[config.mk]
export PLATFORM = sky130hd
export DESIGN_NAME = hypercube_permutation_scorer_top
export DESIGN_NICKNAME = d
export VERILOG_FILES = /design/src/hw/rtl/hps_pkg.sv /design/src/hw/rtl/hps_state.sv /design/src/hw/rtl/hps_score.sv /design/src/hw/rtl/hypercube_permutation_scorer_top.sv
export VERILOG_INCLUDE_DIRS = /design/src /design/src/hw/rtl
export SDC_FILE = /design/constraint.sdc
export NUM_CORES = 1
export LEC_CHECK = 0
export BUFFER_PORTS_ARGS = -buffer_cell sky130_fd_sc_hd__buf_2
export CAP_MARGIN = 30
export CORE_MARGIN = 4
export CORE_UTILIZATION = 65
export CTS_CLUSTER_SIZE = 14
export DETAILED_ROUTE_END_ITERATION = 16
export GPL_ROUTABILITY_DRIVEN = 0
export PLACE_DENSITY = 0.87
export SYNTH_ARGS = -nofsm -noshare
export SYNTH_HDL_FRONTEND = slang
export SYNTH_HIERARCHICAL = 1
export SYNTH_SLANG_ARGS = --single-unit
[constraint.sdc]
create_clock -name clk -period 16.26 [get_ports clk]
set_clock_uncertainty 0.1 [all_clocks]
set_input_delay 1.626 -clock clk [delete_from_list [all_inputs] [get_ports clk]]
set_output_delay 1.626 -clock clk [all_outputs]
set_load 0.02 [all_outputs]
[src/hw/rtl/assert_macros.svh]
// ---------------------------------------------------------------------------
// Assertion macros
// Shared concurrent assertion forms, clocked on clk, reset by rst_n.
// ---------------------------------------------------------------------------
`ifndef ASSERT_MACROS_SVH
`define ASSERT_MACROS_SVH

// same-cycle implication
`define HPS_ASSERT_IMP(label, ante, cons, msg) \
    label: assert property (@(posedge clk) disable iff (!rst_n) (ante) |-> (cons)) \
        else $error(msg);

// next-cycle implication
`define HPS_ASSERT_NXT(label, ante, cons, msg) \
    label: assert property (@(posedge clk) disable iff (!rst_n) (ante) |=> (cons)) \
        else $error(msg);

`endif

[src/hw/rtl/hps_pkg.sv]
// ---------------------------------------------------------------------------
// hps_pkg
// Types and constants of the hypercube permutation scorer.
// ---------------------------------------------------------------------------
package hps_pkg;

    localparam int NODES    = 8;
    localparam int DIMS     = 3;
    localparam int PKT_W    = 4;
    localparam int NODE_W   = 3;
    localparam int NODE_CW  = NODE_W + 1;
    localparam int WORD_W   = 32;
    localparam int STATE_W  = NODES * PKT_W;
    localparam int NUM_DIMS = 3;

    localparam logic [NODE_W-1:0]  DIM_MASK  = NODE_W'((1 << DIMS) - 1);
    localparam logic [NODE_CW-1:0] NODES_CNT = NODE_CW'(NODES);

    localparam logic ACT_LOAD = 1'b0;
    localparam logic ACT_SWAP = 1'b1;

    typedef struct packed {
        logic              action;
        logic [WORD_W-1:0] load_word;
        logic [NODE_W-1:0] node_a;
        logic [NODE_W-1:0] node_b;
    } hps_item_t;

    typedef struct packed {
        logic [WORD_W-1:0] packed_state;
        logic              solved;
        logic [4:0]        distance_sum;
        logic [3:0]        misplaced;
        logic [1:0]        worst_distance;
        logic [4:0]        dim0_score;
        logic [4:0]        dim1_score;
        logic [4:0]        dim2_score;
        logic              pair_is_edge;
    } hps_result_t;

endpackage

[src/hw/rtl/hps_state.sv]
// ---------------------------------------------------------------------------
// hps_state
// Packet-per-node register file with load and swap update.
// ---------------------------------------------------------------------------
module hps_state import hps_pkg::*; (
    input  logic               clk,
    input  logic               rst_n,
    input  logic               load_en,
    input  hps_item_t          item,
    output logic [STATE_W-1:0] state_next
);

    logic [STATE_W-1:0] state_reg;
    logic [PKT_W-1:0]   pkt_a;
    logic [PKT_W-1:0]   pkt_b;
    logic               swap_ok;

    always_comb
    begin
        swap_ok = (item.action == ACT_SWAP)
                  && ({1'b0, item.node_a} < NODES_CNT)
                  && ({1'b0, item.node_b} < NODES_CNT);
        pkt_a = '0;
        pkt_b = '0;
        for (int j = 0; j < NODES; j++)
        begin
            if (item.node_a == NODE_W'(j))
            begin
                pkt_a = state_reg[j*PKT_W +: PKT_W];
            end
            if (item.node_b == NODE_W'(j))
            begin
                pkt_b = state_reg[j*PKT_W +: PKT_W];
            end
        end
        for (int i = 0; i < NODES; i++)
        begin
            if (item.action == ACT_LOAD)
            begin
                state_next[i*PKT_W +: PKT_W] = item.load_word[i*PKT_W +: PKT_W];
            end
            else if (swap_ok && item.node_a == NODE_W'(i))
            begin
                state_next[i*PKT_W +: PKT_W] = pkt_b;
            end
            else if (swap_ok && item.node_b == NODE_W'(i))
            begin
                state_next[i*PKT_W +: PKT_W] = pkt_a;
            end
            else
            begin
                state_next[i*PKT_W +: PKT_W] = state_reg[i*PKT_W +: PKT_W];
            end
        end
    end

    always_ff @(posedge clk or negedge rst_n)
    begin
        if (!rst_n)
        begin
            for (int i = 0; i < NODES; i++)
            begin
                state_reg[i*PKT_W +: PKT_W] <= PKT_W'(i);
            end
        end
        else if (load_en)
        begin
            state_reg <= state_next;
        end
    end

endmodule

[src/hw/rtl/hps_score.sv]
// ---------------------------------------------------------------------------
// hps_score
// Per-node distance scoring and result word assembly.
// ---------------------------------------------------------------------------
module hps_score import hps_pkg::*; (
    input  hps_item_t          item,
    input  logic [STATE_W-1:0] state,
    output hps_result_t        result
);

    logic [NODE_W-1:0] pair_x;

    always_comb
    begin
        logic [PKT_W-1:0]  p;
        logic [NODE_W-1:0] diff;
        logic [1:0]        d;
        logic [4:0]        dsum;
        logic [3:0]        mis;
        logic [1:0]        worst;
        logic [4:0]        score [NUM_DIMS];

        result = '0;
        dsum   = '0;
        mis    = '0;
        worst  = '0;
        for (int k = 0; k < NUM_DIMS; k++)
        begin
            score[k] = '0;
        end
        for (int i = 0; i < NODES; i++)
        begin
            p    = state[i*PKT_W +: PKT_W];
            diff = (NODE_W'(i) ^ p[NODE_W-1:0]) & DIM_MASK;
            d    = 2'(diff[0]) + 2'(diff[1]) + 2'(diff[2]);
            result.packed_state[i*PKT_W +: PKT_W] = p;
            if (p != PKT_W'(i))
            begin
                mis = mis + 4'd1;
            end
            dsum = dsum + 5'(d);
            if (d > worst)
            begin
                worst = d;
            end
            for (int k = 0; k < NUM_DIMS; k++)
            begin
                if (diff[k])
                begin
                    score[k] = score[k] + 5'(d);
                end
            end
        end
        pair_x                = item.node_a ^ item.node_b;
        result.solved         = (mis == 4'd0);
        result.distance_sum   = dsum;
        result.misplaced      = mis;
        result.worst_distance = worst;
        result.dim0_score     = score[0];
        result.dim1_score     = score[1];
        result.dim2_score     = score[2];
        result.pair_is_edge   = (item.action == ACT_SWAP)
                                && (pair_x != '0)
                                && ((pair_x & (pair_x - NODE_W'(1))) == '0);
    end

endmodule

[src/hw/rtl/hypercube_permutation_scorer_top.sv]
// ---------------------------------------------------------------------------
// hypercube_permutation_scorer_top
// State update and scoring are combinational; the output register holds the result.
// Throughput: 1 word per cycle unless result_ready holds off a full output.
// Reset: node registers return to identity, output register empties.
// Load or swap the node packets and return state plus distance scores.
// ---------------------------------------------------------------------------
`include "assert_macros.svh"

module hypercube_permutation_scorer_top import hps_pkg::*; (
    input  logic        clk,
    input  logic        rst_n,
    input  logic        item_valid,
    output logic        item_ready,
    input  hps_item_t   item,
    output logic        result_valid,
    input  logic        result_ready,
    output hps_result_t result
);

    logic               accept;
    logic [STATE_W-1:0] state_next;
    hps_result_t        score_next;
    hps_result_t        result_reg;
    logic               valid_reg;
    logic               valid_next;

    assign item_ready   = !valid_reg || result_ready;
    assign accept       = item_valid && item_ready;
    assign result_valid = valid_reg;
    assign result       = result_reg;

    hps_state u_state (
        .clk        (clk),
        .rst_n      (rst_n),
        .load_en    (accept),
        .item       (item),
        .state_next (state_next)
    );

    hps_score u_score (
        .item   (item),
        .state  (state_next),
        .result (score_next)
    );

    always_comb
    begin
        valid_next = valid_reg;
        if (accept)
        begin
            valid_next = 1'b1;
        end
        else if (result_ready)
        begin
            valid_next = 1'b0;
        end
    end

    always_ff @(posedge clk or negedge rst_n)
    begin
        if (!rst_n)
        begin
            valid_reg <= 1'b0;
        end
        else
        begin
            valid_reg <= valid_next;
        end
    end

    always_ff @(posedge clk)
    begin
        if (accept)
        begin
            result_reg <= score_next;
        end
    end

    `HPS_ASSERT_NXT(a_accept_fills, accept, result_valid, "accepted word left no result")
    `HPS_ASSERT_IMP(a_solved_zero, result_valid && result.solved,
        result.distance_sum == 5'd0 && result.misplaced == 4'd0, "solved with nonzero score")
    `HPS_ASSERT_IMP(a_worst_zero, result_valid && result.worst_distance == 2'd0,
        result.distance_sum == 5'd0 && result.dim0_score == 5'd0
        && result.dim1_score == 5'd0 && result.dim2_score == 5'd0,
        "zero worst distance with nonzero sums")

endmodule

* Yosys cells after proc, flatten, opt, wreduce, memory -nomap -nowiden *
Cells that the tools add are included.

operators by class
  bitwise gates (word level) = 9
  magnitude comparators = 8
  mux-type cells = 82
  add/sub/neg operators = 52
  equal/unequal tests = 21
  reduce and logical (&&, ||, !) cells = 28

operators with widths
  cell                 number
  $mux 4               47
  $add 5x2->5          25
  $mux 5               21
  $add 4x1->4 const B  7
  $eq 3x3->1 const B   8
  $mux 2               11
  $logic_and 1x1->1    19
  $add 1x1->2          8
  $add 2x1->2          8
  $ne 4x3->1 const B   4
  $gt 2x2->1           7
  $eq 3x2->1 const B   4
  $add 2x2->3          3
  $logic_not 3->1      3
  $ne 4x2->1 const B   2
  $eq 3x1->1 const B   2
  $not 2->2            3
  $logic_not 4->1      1
  $ne 4x1->1 const B   1
  $reduce_bool 4->1    1
  $and 3x3->3          1
  $mux 1               3
  $not 1->1            3
  $not 3->3            1
  7 further kinds      7

storage, ports and cells
  register bits = 93
  input port bits = 43
  output and inout bits = 62
  word-level logic and storage cells = 211

* Logic depth before layout (Yosys ltp) *
Gate-level depths: netlist of run 1.

  depth in word-level cells = 30
  gate-level depth with buffers = 49
  depth with buffers taken out = 46

* By module *
Netlist of run 1, hierarchy kept.

modules (own cells, without submodules)
  module                            cells each  area an instance (µm²)  seq. area each (µm²)  instances
  hps_score                         534         4541.9                  0.0                   1
  hps_state                         435         3342.0                  815.8                 1
  hypercube_permutation_scorer_top  64          1855.5                  1826.8                1

* Worst setup path after synthesis of run 1 *
No wires, ideal clock.

  kind = input -> register
  start = input port item[0] in the netlist's numbering
  end = register result_reg, in the netlist result[14] (data pin)
  arrival = 9.563 ns
  required time = 15.894 ns
  stages on the path = 31
  setup slack = 6.331 ns
  setup time = 0.266 ns
  cells stage by stage = buf_2 and2b_1 clkbuf_1 nand2_1 o221ai_1 and2_1 clkbuf_1 a221oi_1 fa_1 and2_1 ha_1 inv_1 fa_1 o21ai_0 fa_1 mux2_2 fa_1 mux2_2 fa_1 mux2_2 fa_1 mux2_2 fa_1 mux2_2 ha_1 a21oi_1 nor2_1 nand3_1 o21ai_0 a22oi_1 xor2_1

RTL lines
  what                  line                                    RTL
  from (decl)           hypercube_permutation_scorer_top.sv:15  input hps_item_t item,
  to (signal assigned)  hypercube_permutation_scorer_top.sv:76  result_reg <= score_next;
  to (decl)             hypercube_permutation_scorer_top.sv:24  hps_result_t result_reg;

==> metrics, run 1 <==
num rows 44; largest net degree at the start of global routing 73; Cell variety after synth 90; crit-path most repeated cell ha_1; Main synth FF type edfxtp_1; Comb power frac 74.2%; Int Power 1.29 mW; GR Overflow Total 0; mux cell area share after synthesis 9.97%; Hold Crit Class reg2reg; CP top delay family compound AO/OA/AOI/OAI gates; n_diodes 0; Synth Register Bits 93; leakage power 4.49 nW; WL final around 27 mm; top-area cell type share of the netlist area between 10% and 20%; most common cell after layout, fill and taps aside buf_2; H-tree levels 3; clk sink count 93; simple-gate area share of the yosys netlist 14.2%; TritonCTS clock tree built; Post-synth ARST share between 30% and 40%; DR vias/cell around 6.7; Net Count, Synth ~1200; Global Route Usage Sum 31.5%; Compound-Gate Fraction of Synth Area 18.4%; Worst VDD drop 0.217 mV; I/O pins 105; Area Growth Syn to Fin 7.35%; Gate Count Post-Synth roughly 1000; Fmax 89.0 MHz; Seq pwr share 17.0%; hold_buf cts 0; status finished clean; 1st-iter DRT viols 1279; Worst Path Max Fanout 28; Die ar. 17000 um^2; Largest register FFs 60; setup repair bufs after CTS 0; critical path capture point type register; Max transition margin 34.6%; XOR/XNOR Fraction of Synth Area under 10%; Buf/Inv on CP 5; Num CTS Buffers 9; Synth Area in Adders 17.9%; commonest non-fill, non-tap cells in the layout buf_2, inv_1, ha_1, nand2_1, o21ai_0; Max-Cap Viols 0; total chip power roughly 2.5 mW; worst endpoint required time 16.36 ns; clk buf depth 2; Starting Density between 60 and 70%; share of cells above drive strength 1 slightly above 20%; Mapped Area 9740 um^2; vias in the first global route 8192; area leader, netlist edfxtp_1; Tcrit/Tclk final 69.1%; top cells by area, synth edfxtp_1, ha_1, fa_1; Clk pwr share 8.9%; CP peak stage delay 0.58 ns; RSZ-0062 raised after global routing false; die height between 100 and 150 um; Mapped Avg Cell Area 9.43 um^2; Net Sw Frac 47.5%; crit path time final between 10 and 15 ns; Seq/Total Area, Yosys 27.1%; DRT antenna net count 0; via count ~8600; Root Driver clkbuf_16; largest family of logic cells by synthesized area compound AO/OA/AOI/OAI gates; count of input and output buffers roughly 100; Worst Tran Pin Value 0.968 ns; Post-DP HPWL 19.8 mm; final max-slew violation count 0; worst skew pair latency 0.36 ns; NetSw 1.17 mW; Design Area, Final 10500 um^2; Reg clk slew, reported paths around 0.070 ns; Final Util 71.7%; WP data arrival 11.33 ns; final hold viol count 0; setup TNS 0 ns; critical path class in2reg; Detailed Routing Iterations Pass 1 6; Yosys warnings 6; post-placement cell count approximately 1300; EDFF count, synth 60; Core ar. 14600 um^2; PD cells 235 nW/um^2; global-route wire length before repair around 42 mm; routed wire length per instance roughly 21 um; Setup violations, final 0; Placed Area about 10000 um^2; critical path startpoint category primary input; Layout Nets 1249; DRC viols 0; Die W 130 um; fin cells around 1300; initial antenna violation count 0; Slowest-stage cell, CP a21oi_2; post-CTS sizing 0
## logic make-up after synthesis
group                    Yosys count
AND/OR/NAND/NOR                  269
adder cells (fa/ha/maj)          115
multiplexers                      84
buffers and inverters            146
AO/OA/AOI/OAI                    275
flip-flops                        93
XOR/XNOR                          51
## metrics by stage
stage / setup slack [ns] / hold WS (ns)
final: 5.03 / 0.437
after global routing: 4.70 / 0.473
after CTS: 5.42 / 0.441
after detailed placement: 5.09 / 0.426
after global placement: 5.40 / 0.418
after floorplan: 6.33 / 0.414
## worst register-to-register path, delay by kind of cell, from the launching register on
kind | cells | cell delay (ns)
muxes | 1 | 0.53
and+or+nand+nor | 15 | 2.43
DFF | 1 | 0.60
adders and majority gates | 8 | 2.68
buffers and inverters | 4 | 0.44
AOI/OAI and AO/OA | 14 | 3.03
## power by group through the flow
stage               Sequential, mW  Clock [mW]  Combinational, mW
global placement             0.417           0               1.64
global route                 0.420       0.232               2.03
detailed placement           0.418           0               1.77
floorplan                    0.461           0               1.33
finish                       0.416       0.218               1.82
CTS                          0.414       0.222               1.80
## Yosys cell counts, types with 5 or more instances
cell type / number
a2111oi_0: 5
a211oi_1: 17
a21o_1: 9
a21oi_1: 53
a221oi_1: 9
a22oi_1: 7
a2bb2oi_1: 7
a31oi_1: 15
and2_1: 9
and3_1: 6
buf_2: 6
buf_4: 36
clkbuf_1: 22
dfrtp_1: 21
dfstp_2: 12
edfxtp_1: 60
fa_1: 40
ha_1: 75
inv_1: 76
mux2_2: 44
mux2i_1: 31
mux4_2: 5
nand2_1: 74
nand2b_1: 16
nand3_1: 17
nand3b_1: 6
nand4_1: 7
nor2_1: 67
nor2b_1: 23
nor3_1: 11
o21a_1: 6
o21ai_0: 74
o21ai_1: 18
o22ai_1: 8
or3_1: 8
xnor2_1: 31
xor2_1: 16
## worst paths after layout
| kind | start | endpoint | slack (ns) | cells after the start |
|---|---|---|---|---|
| min in group asynchronous | rst_n | u_state/state_reg[2] | 1.24 | 1 |
| worst min-delay path | result_valid | result_valid | 0.44 | 2 |
| worst max register to register | u_state/state_reg[22] | result[16] | 6.33 | 42 |
| max in group asynchronous | rst_n | u_state/state_reg[23] | 14.32 | 1 |
| worst max-delay path | item[4] | result[16] | 5.03 | 43 |
| worst min register to register | result_valid | result_valid | 0.44 | 2 |
## cell type report
type | instances | area, um^2
Clock buffer | 12 | 268
Clock inverter | 4 | 35.0
Fill cell | 1030 | 4130
Inverter | 76 | 285
Multi-Input combinational cell | 794 | 6380
Sequential cell | 93 | 2640
Tap cell | 184 | 230
Timing Repair Buffer | 117 | 618
## metal layers
metal  GRT usage, %  share of wire, %
met5              0                 0
met4           12.5               5.4
met3           6.79                11
met2           51.3                46
met1           41.3                38
No activity file was read; power rests on OpenSTA's default activity.
==> run 2, diff against run 1 <==
- ABC_AREA: default -> 1
- CORE_UTILIZATION: 65 -> 55
- PLACE_DENSITY: 0.87 -> 0.78
- clock period: 16.26 -> 10.05 ns (I/O delays scaled with it)
==> run 2 against run 1 <==
Compared with the run above:
- sequential cell count unchanged
- core utilization decreased by 10 points
- non-clock buffer count increased by 19
- die area grew 20%
- largest power group unchanged
- sequential share of layout area decreased by 1.2 points
- sequential power rose by 47%
- via count is 12% higher
- total power grew 16%
==> metrics, run 2 <==
status finished clean; Largest register FFs 60 (unchanged); GR Overflow Total 0 (unchanged); 1st-iter DRT viols 875 (-32%); crit path time final 9.20 ns; I/O pins 105 (unchanged); vias in the first global route 9229 (+13%); Post-DP HPWL 21.0 mm (+6.5%); routed wire length per instance 15.5 um (-26%); count of input and output buffers 104 (unchanged); hold_buf cts 0 (unchanged); Fmax 109 MHz; global-route wire length before repair 44.2 mm (+5.4%); Area Growth Syn to Fin 9.89%; Main synth FF type edfxtp_1; Hold Slack 0.373 ns (-0.0648 ns); Max-Cap Viols 0 (unchanged); num rows 49 (+11%); FF-to-FF path depth 36 (-14%); DR vias/cell 5.60 (-17%); Buf/Inv on CP 7 (+2); Layout Nets 1654 (+32%); Cell variety after synth 49 (-46%); n_diodes 0 (unchanged); CP peak stage delay 0.56 ns (-0.02 ns); final max-slew violation count 0 (unchanged); H-tree levels 3 (unchanged); Hold Crit Class reg2reg; Net Count, Synth 1566 (+31%); WP data arrival 9.23 ns (-2.10 ns); via count 9690 (+12%); r2r setup slk 1.66 ns (-4.67 ns); DRT antenna net count 0 (unchanged); Core ar. 17900 um^2 (+23%); area leader, netlist edfxtp_1; Mapped Area 9990 um^2 (+2.6%); Die ar. 20400 um^2 (+20%); Max transition margin 44.4% (+9.8 points); setup TNS 0 ns (unchanged); DRC viols 0 (unchanged); HP Start u_state/state_reg[29]; top cells by area, synth edfxtp_1, nand2_1, ha_1; reg2reg start u_state/state_reg[9]; share of cells above drive strength 1 16.3% (-3.9 points); Yosys warnings 6 (unchanged); Worst VDD drop 0.195 mV (-10%); count leader, synth nand2_1; Setup violations, final 0 (unchanged); worst skew pair latency 0.37 ns (about the same); worst endpoint required time 10.07 ns (-6.29 ns); total chip power 2.85 mW (+16%); Global Route Usage Sum 27.0% (-4.5 points); WL final 26.9 mm (+0.55%); EDFF count, synth 60 (unchanged); Post-synth top cells nand2_1, inv_1, nand3_1; initial antenna violation count 0 (unchanged); Tcrit/Tclk final 91.6%; largest net degree at the start of global routing 59 (-19%); leakage power 5.60 nW (+25%); Worst Path Max Fanout 12 (-57%); final hold viol count 0 (unchanged); FF-to-FF End result[14]; Worst Tran Pin Value 0.826 ns (-0.142 ns); top-area cell type share of the netlist area 18.0% (-0.46 points); Hold Path Depth 2 (unchanged); clk sink count 93 (unchanged); die height 143 um (+9.5%); Post-synth ARST share 35.5% (unchanged); WHS Endpoint u_state/state_reg[29]; Synth Register Bits 93 (unchanged); critical path class in2reg; TritonCTS clock tree built; Starting Density 55.8% (-11 points); most common cell after layout, fill and taps aside nand2_1; Mapped Avg Cell Area 7.09 um^2 (-25%); Num CTS Buffers 9 (unchanged); clk buf depth 2 (unchanged); Die W 143 um (+9.5%); Seq/Total Area, Yosys 26.5% (-0.68 points); Detailed Routing Iterations Pass 1 7 (+1); critical path startpoint category primary input; RSZ-0062 raised after global routing false; Root Driver clkbuf_16; critical path capture point type register; commonest non-fill, non-tap cells in the layout nand2_1, inv_1, nand3_1, nor2_1, buf_2; Slowest-stage cell, CP fa_1; CP top delay family adder cells; Gate Count Post-Synth 1408 (+36%); Reg clk slew, reported paths 0.07 ns (about the same); PD cells 260 nW/um^2 (+11%)
## run 2: how the worst max path moves through the flow
stage / from / end / slack, ns / cells past startpoint
final: item[4] / result[14] / 0.85 / 37
after global placement: item[4] / result[14] / 0.64 / 37
after global routing: item[4] / result[15] / 0.10 / 39
after detailed placement: item[4] / result[14] / 0.37 / 37
after CTS: item[4] / result[14] / 0.76 / 37
after floorplan: item[3] / result[14] / 1.12 / 37
## run 2: cell type report
class                           instances  area [um^2]
Clock buffer                           12          250
Sequential cell                        93         2640
Clock inverter                          4         30.0
Fill cell                            1676         6920
Multi-Input combinational cell       1052         6220
Timing Repair Buffer                  136          781
Inverter                              204          766
Tap cell                              229          287
## run 2: logic make-up (layout without fill, tap and decap cells)
family	after synthesis	count (layout)	share of synthesized area, %
AO/OA/AOI/OAI	144	144	8.20
XOR/XNOR	11	11	1.11
adder cells (fa/ha/maj)	115	115	17.4
buffers and inverters	263	356	11.4
flip-flops	93	93	26.5
AND/OR/NAND/NOR	782	782	35.4
## run 2: where the power goes
part           leakage [nW]  internal [mW]  total, mW  switching [mW]
Clock                 0.141          0.179      0.342           0.163
Sequential            0.953          0.566      0.610          0.0445
Combinational          4.50          0.726       1.90            1.17
Total                  5.60           1.47       2.85            1.38
## run 2: repair_timing
item / 4_1_cts / 5_1_grt
endpoints found under the setup margin: 0 / 3
resized for setup: 0 / 1
buffers inserted: 0 / 4
endpoints found under the hold margin: 0 / 0
## run 2: tightest hold or removal path: cells and delay by family, from the launching register on
family | cells | cell delay, ns
flops | 1 | 0.37
simple gates | 2 | 0.10
## run 2: per-stage QoR
step                      worst slack (ns)  util (%)  area (um^2)  std cells
after floorplan                       1.12         -         9990       1408
after global placement               0.640      59.4        10600       1709
after detailed placement             0.373      59.6        10700       1710
after CTS                            0.758      61.2        10900       1726
after global routing                 0.105      61.3        11000       1730
final                                0.847      61.3        11000       1730
## run 2: routing by layer
metal  wire (um)  part of all wire [%]  track usage (%)
met4        1280                   4.8             12.4
met2       12700                    47             45.9
met5           0                     0                0
met1       10900                    40             34.2
met3        1970                   7.3             3.58
==> run 3, diff against run 2 <==
- CORE_UTILIZATION: 55 -> 56
- CTS_BUF_LIST: default -> sky130_fd_sc_hd__clkbuf_8
- PLACE_DENSITY: 0.78 -> 0.79
==> run 3 against run 2 <==
Compared with the run above:
- total power fell by 0.68%
- critical path depth is 1 lower
- die area decreased by 1.7%
- combinational power grew 3%
- largest cell class unchanged
- clock power shrank 20%
- non-clock buffer count shrank 11
- maximum frequency down 2.2%
- sequential share of layout area rose by 0.36 points
- first-iteration DRC count rose by 19%
- count of clock-buffer cells in the layout decreased by 3
- via count is 1.1% lower
==> metrics, run 3 (synthesis results as in run 2) <==
status finished clean; Max transition margin 40.4% (-4.0 points); Core ar. 17400 um^2 (-2.7%); 1st-iter DRT viols 1040 (+19%); DRT antenna net count 0 (unchanged); total chip power 2.83 mW (-0.68%); count of input and output buffers 104 (unchanged); NetSw 1.42 mW (+2.7%); Worst Path Max Fanout 16 (+4); reg2reg start u_state/state_reg[0]; H-tree levels 3 (unchanged); critical path capture point type register; RSZ-0062 raised after global routing false; GR Overflow Total 0 (unchanged); Fmax 106 MHz (-2.2%); Net Sw Frac 50.0% (+1.6 points); final max-slew violation count 0 (unchanged); WHS Endpoint u_state/state_reg[13]; routed wire length per instance 15.6 um (+0.56%); Comb power frac 68.7% (+2.1 points); Setup violations, final 0 (unchanged); global-route wire length before repair 44.1 mm (-0.23%); Worst VDD drop 0.177 mV (-9.2%); critical path startpoint category primary input; Largest register FFs 60 (unchanged); vias in the first global route 9075 (-1.7%); leakage power 5.51 nW (-1.6%); Seq pwr share 21.6% (+0.2 points); TritonCTS clock tree built; r2r setup slk 1.41 ns (-0.25 ns); via count 9581 (-1.1%); Detailed Routing Iterations Pass 1 6 (-1); DRC viols 0 (unchanged); WP data arrival 9.47 ns (+0.24 ns); CP peak stage delay 0.58 ns (+0.02 ns); clk buf depth 2 (unchanged); Global Route Usage Sum 27.0% (about the same); hold_buf cts 0 (unchanged); Area Growth Syn to Fin 8.29%; worst skew pair latency 0.39 ns (+0.02 ns); Die W 142 um (-0.85%); num rows 48 (-2.0%); Layout Nets 1643 (-0.67%); I/O pins 105 (unchanged); die height 142 um (-0.85%); Reg clk slew, reported paths 0.10 ns (+0.03 ns); Final Util 62.1% (+0.79 points); PD cells 262 nW/um^2 (+0.79%); worst endpoint required time 10.11 ns (+0.04 ns); fillers 1611 (-3.9%); Hold Slack 0.378 ns (+0.00525 ns); clk sink count 93 (unchanged); crit-path most repeated cell nand2_1; Hold Path Depth 2 (unchanged); largest net degree at the start of global routing 64 (+8.5%); Int Power 1.41 mW (-3.8%); Max-Cap Viols 0 (unchanged); Hold Crit Class reg2reg; setup repair bufs after CTS 0 (unchanged); Worst Tran Pin Value 0.890 ns (+0.0634 ns); WL final 26.8 mm (-0.31%); Die ar. 20000 um^2 (-1.7%); FF-to-FF End result[15]; Post-DP HPWL 21.2 mm (+0.78%); Slowest-stage cell, CP nor3_4; setup TNS 0 ns (unchanged); Tcrit/Tclk final 93.7% (+2.1 points); commonest non-fill, non-tap cells in the layout nand2_1, inv_1, nand3_1, nor2_1, buf_2; final hold viol count 0 (unchanged); critical path class in2reg; Root Driver clkbuf_8; FF-to-FF path depth 37 (+2.8%); most common cell after layout, fill and taps aside nand2_1; HP Start u_state/state_reg[13]; DR vias/cell 5.59 (-0.26%); n_diodes 0 (unchanged); Clk pwr share 9.7% (-2.3 points); share of cells above drive strength 1 15.7% (-0.55 points); Starting Density 57.4% (+1.6 points); Num CTS Buffers 9 (unchanged); initial antenna violation count 0 (unchanged); post-CTS sizing 0 (unchanged); crit path time final 9.41 ns (+0.211 ns)
run 3: worst max path at each step:
stage,startpoint,end,slack [ns],depth (start not counted)
final,item[4],result[8],0.64,36
after global routing,item[4],result[14],0.08,37
after CTS,item[4],result[15],0.77,39
after detailed placement,item[4],result[15],0.34,39
after global placement,item[4],result[14],0.64,36
after floorplan,item[3],result[14],1.12,37
run 3: worst max-delay path: cells and delay by family:
| family | cells | cell delay (ns) |
|---|---|---|
| adder cells (fa/ha/maj) | 9 | 4.14 |
| AO/OA/AOI/OAI | 6 | 1.63 |
| AND/OR/NAND/NOR | 14 | 1.85 |
| buffers and inverters | 7 | 0.82 |
run 3: power groups by stage:
stage	sequential, mW	clock [mW]	combinational [mW]
2_1_floorplan	0.681	0	1.39
3_3_place_gp	0.615	0	1.83
3_5_place_dp	0.614	0	1.93
4_1_cts	0.608	0.283	1.94
5_1_grt	0.618	0.296	2.26
6_report	0.611	0.274	1.95
run 3: final cells by class:
type / count / area [um^2] / area share (%)
clock buffer: 9 / 124 / 1.15
clock inverter: 7 / 86.3 / 0.798
inverter: 204 / 766 / 7.08
multi-input combinational: 1052 / 6220 / 57.5
sequential: 93 / 2640 / 24.4
tap: 225 / 282 / 2.60
timing repair buffer: 125 / 696 / 6.43
run 3: per-layer routing:
layer	global-route usage, %	wire length (um)	up-vias	part of all wire (%)
li1	-	-	4689	-
met1	37.2	11600	4322	43
met2	42.4	11700	500	44
met3	5.36	2510	70	9.4
met4	9.85	914	0	3.4
met5	0	0	-	0
run 3: through the flow:
stage | setup WS, ns | cell area [um^2] | instances
after floorplan | 1.12 | 9990 | 1408
after global placement | 0.642 | 10600 | 1697
after detailed placement | 0.339 | 10600 | 1699
after CTS | 0.765 | 10800 | 1715
after global routing | 0.0764 | 10800 | 1715
final | 0.636 | 10800 | 1715
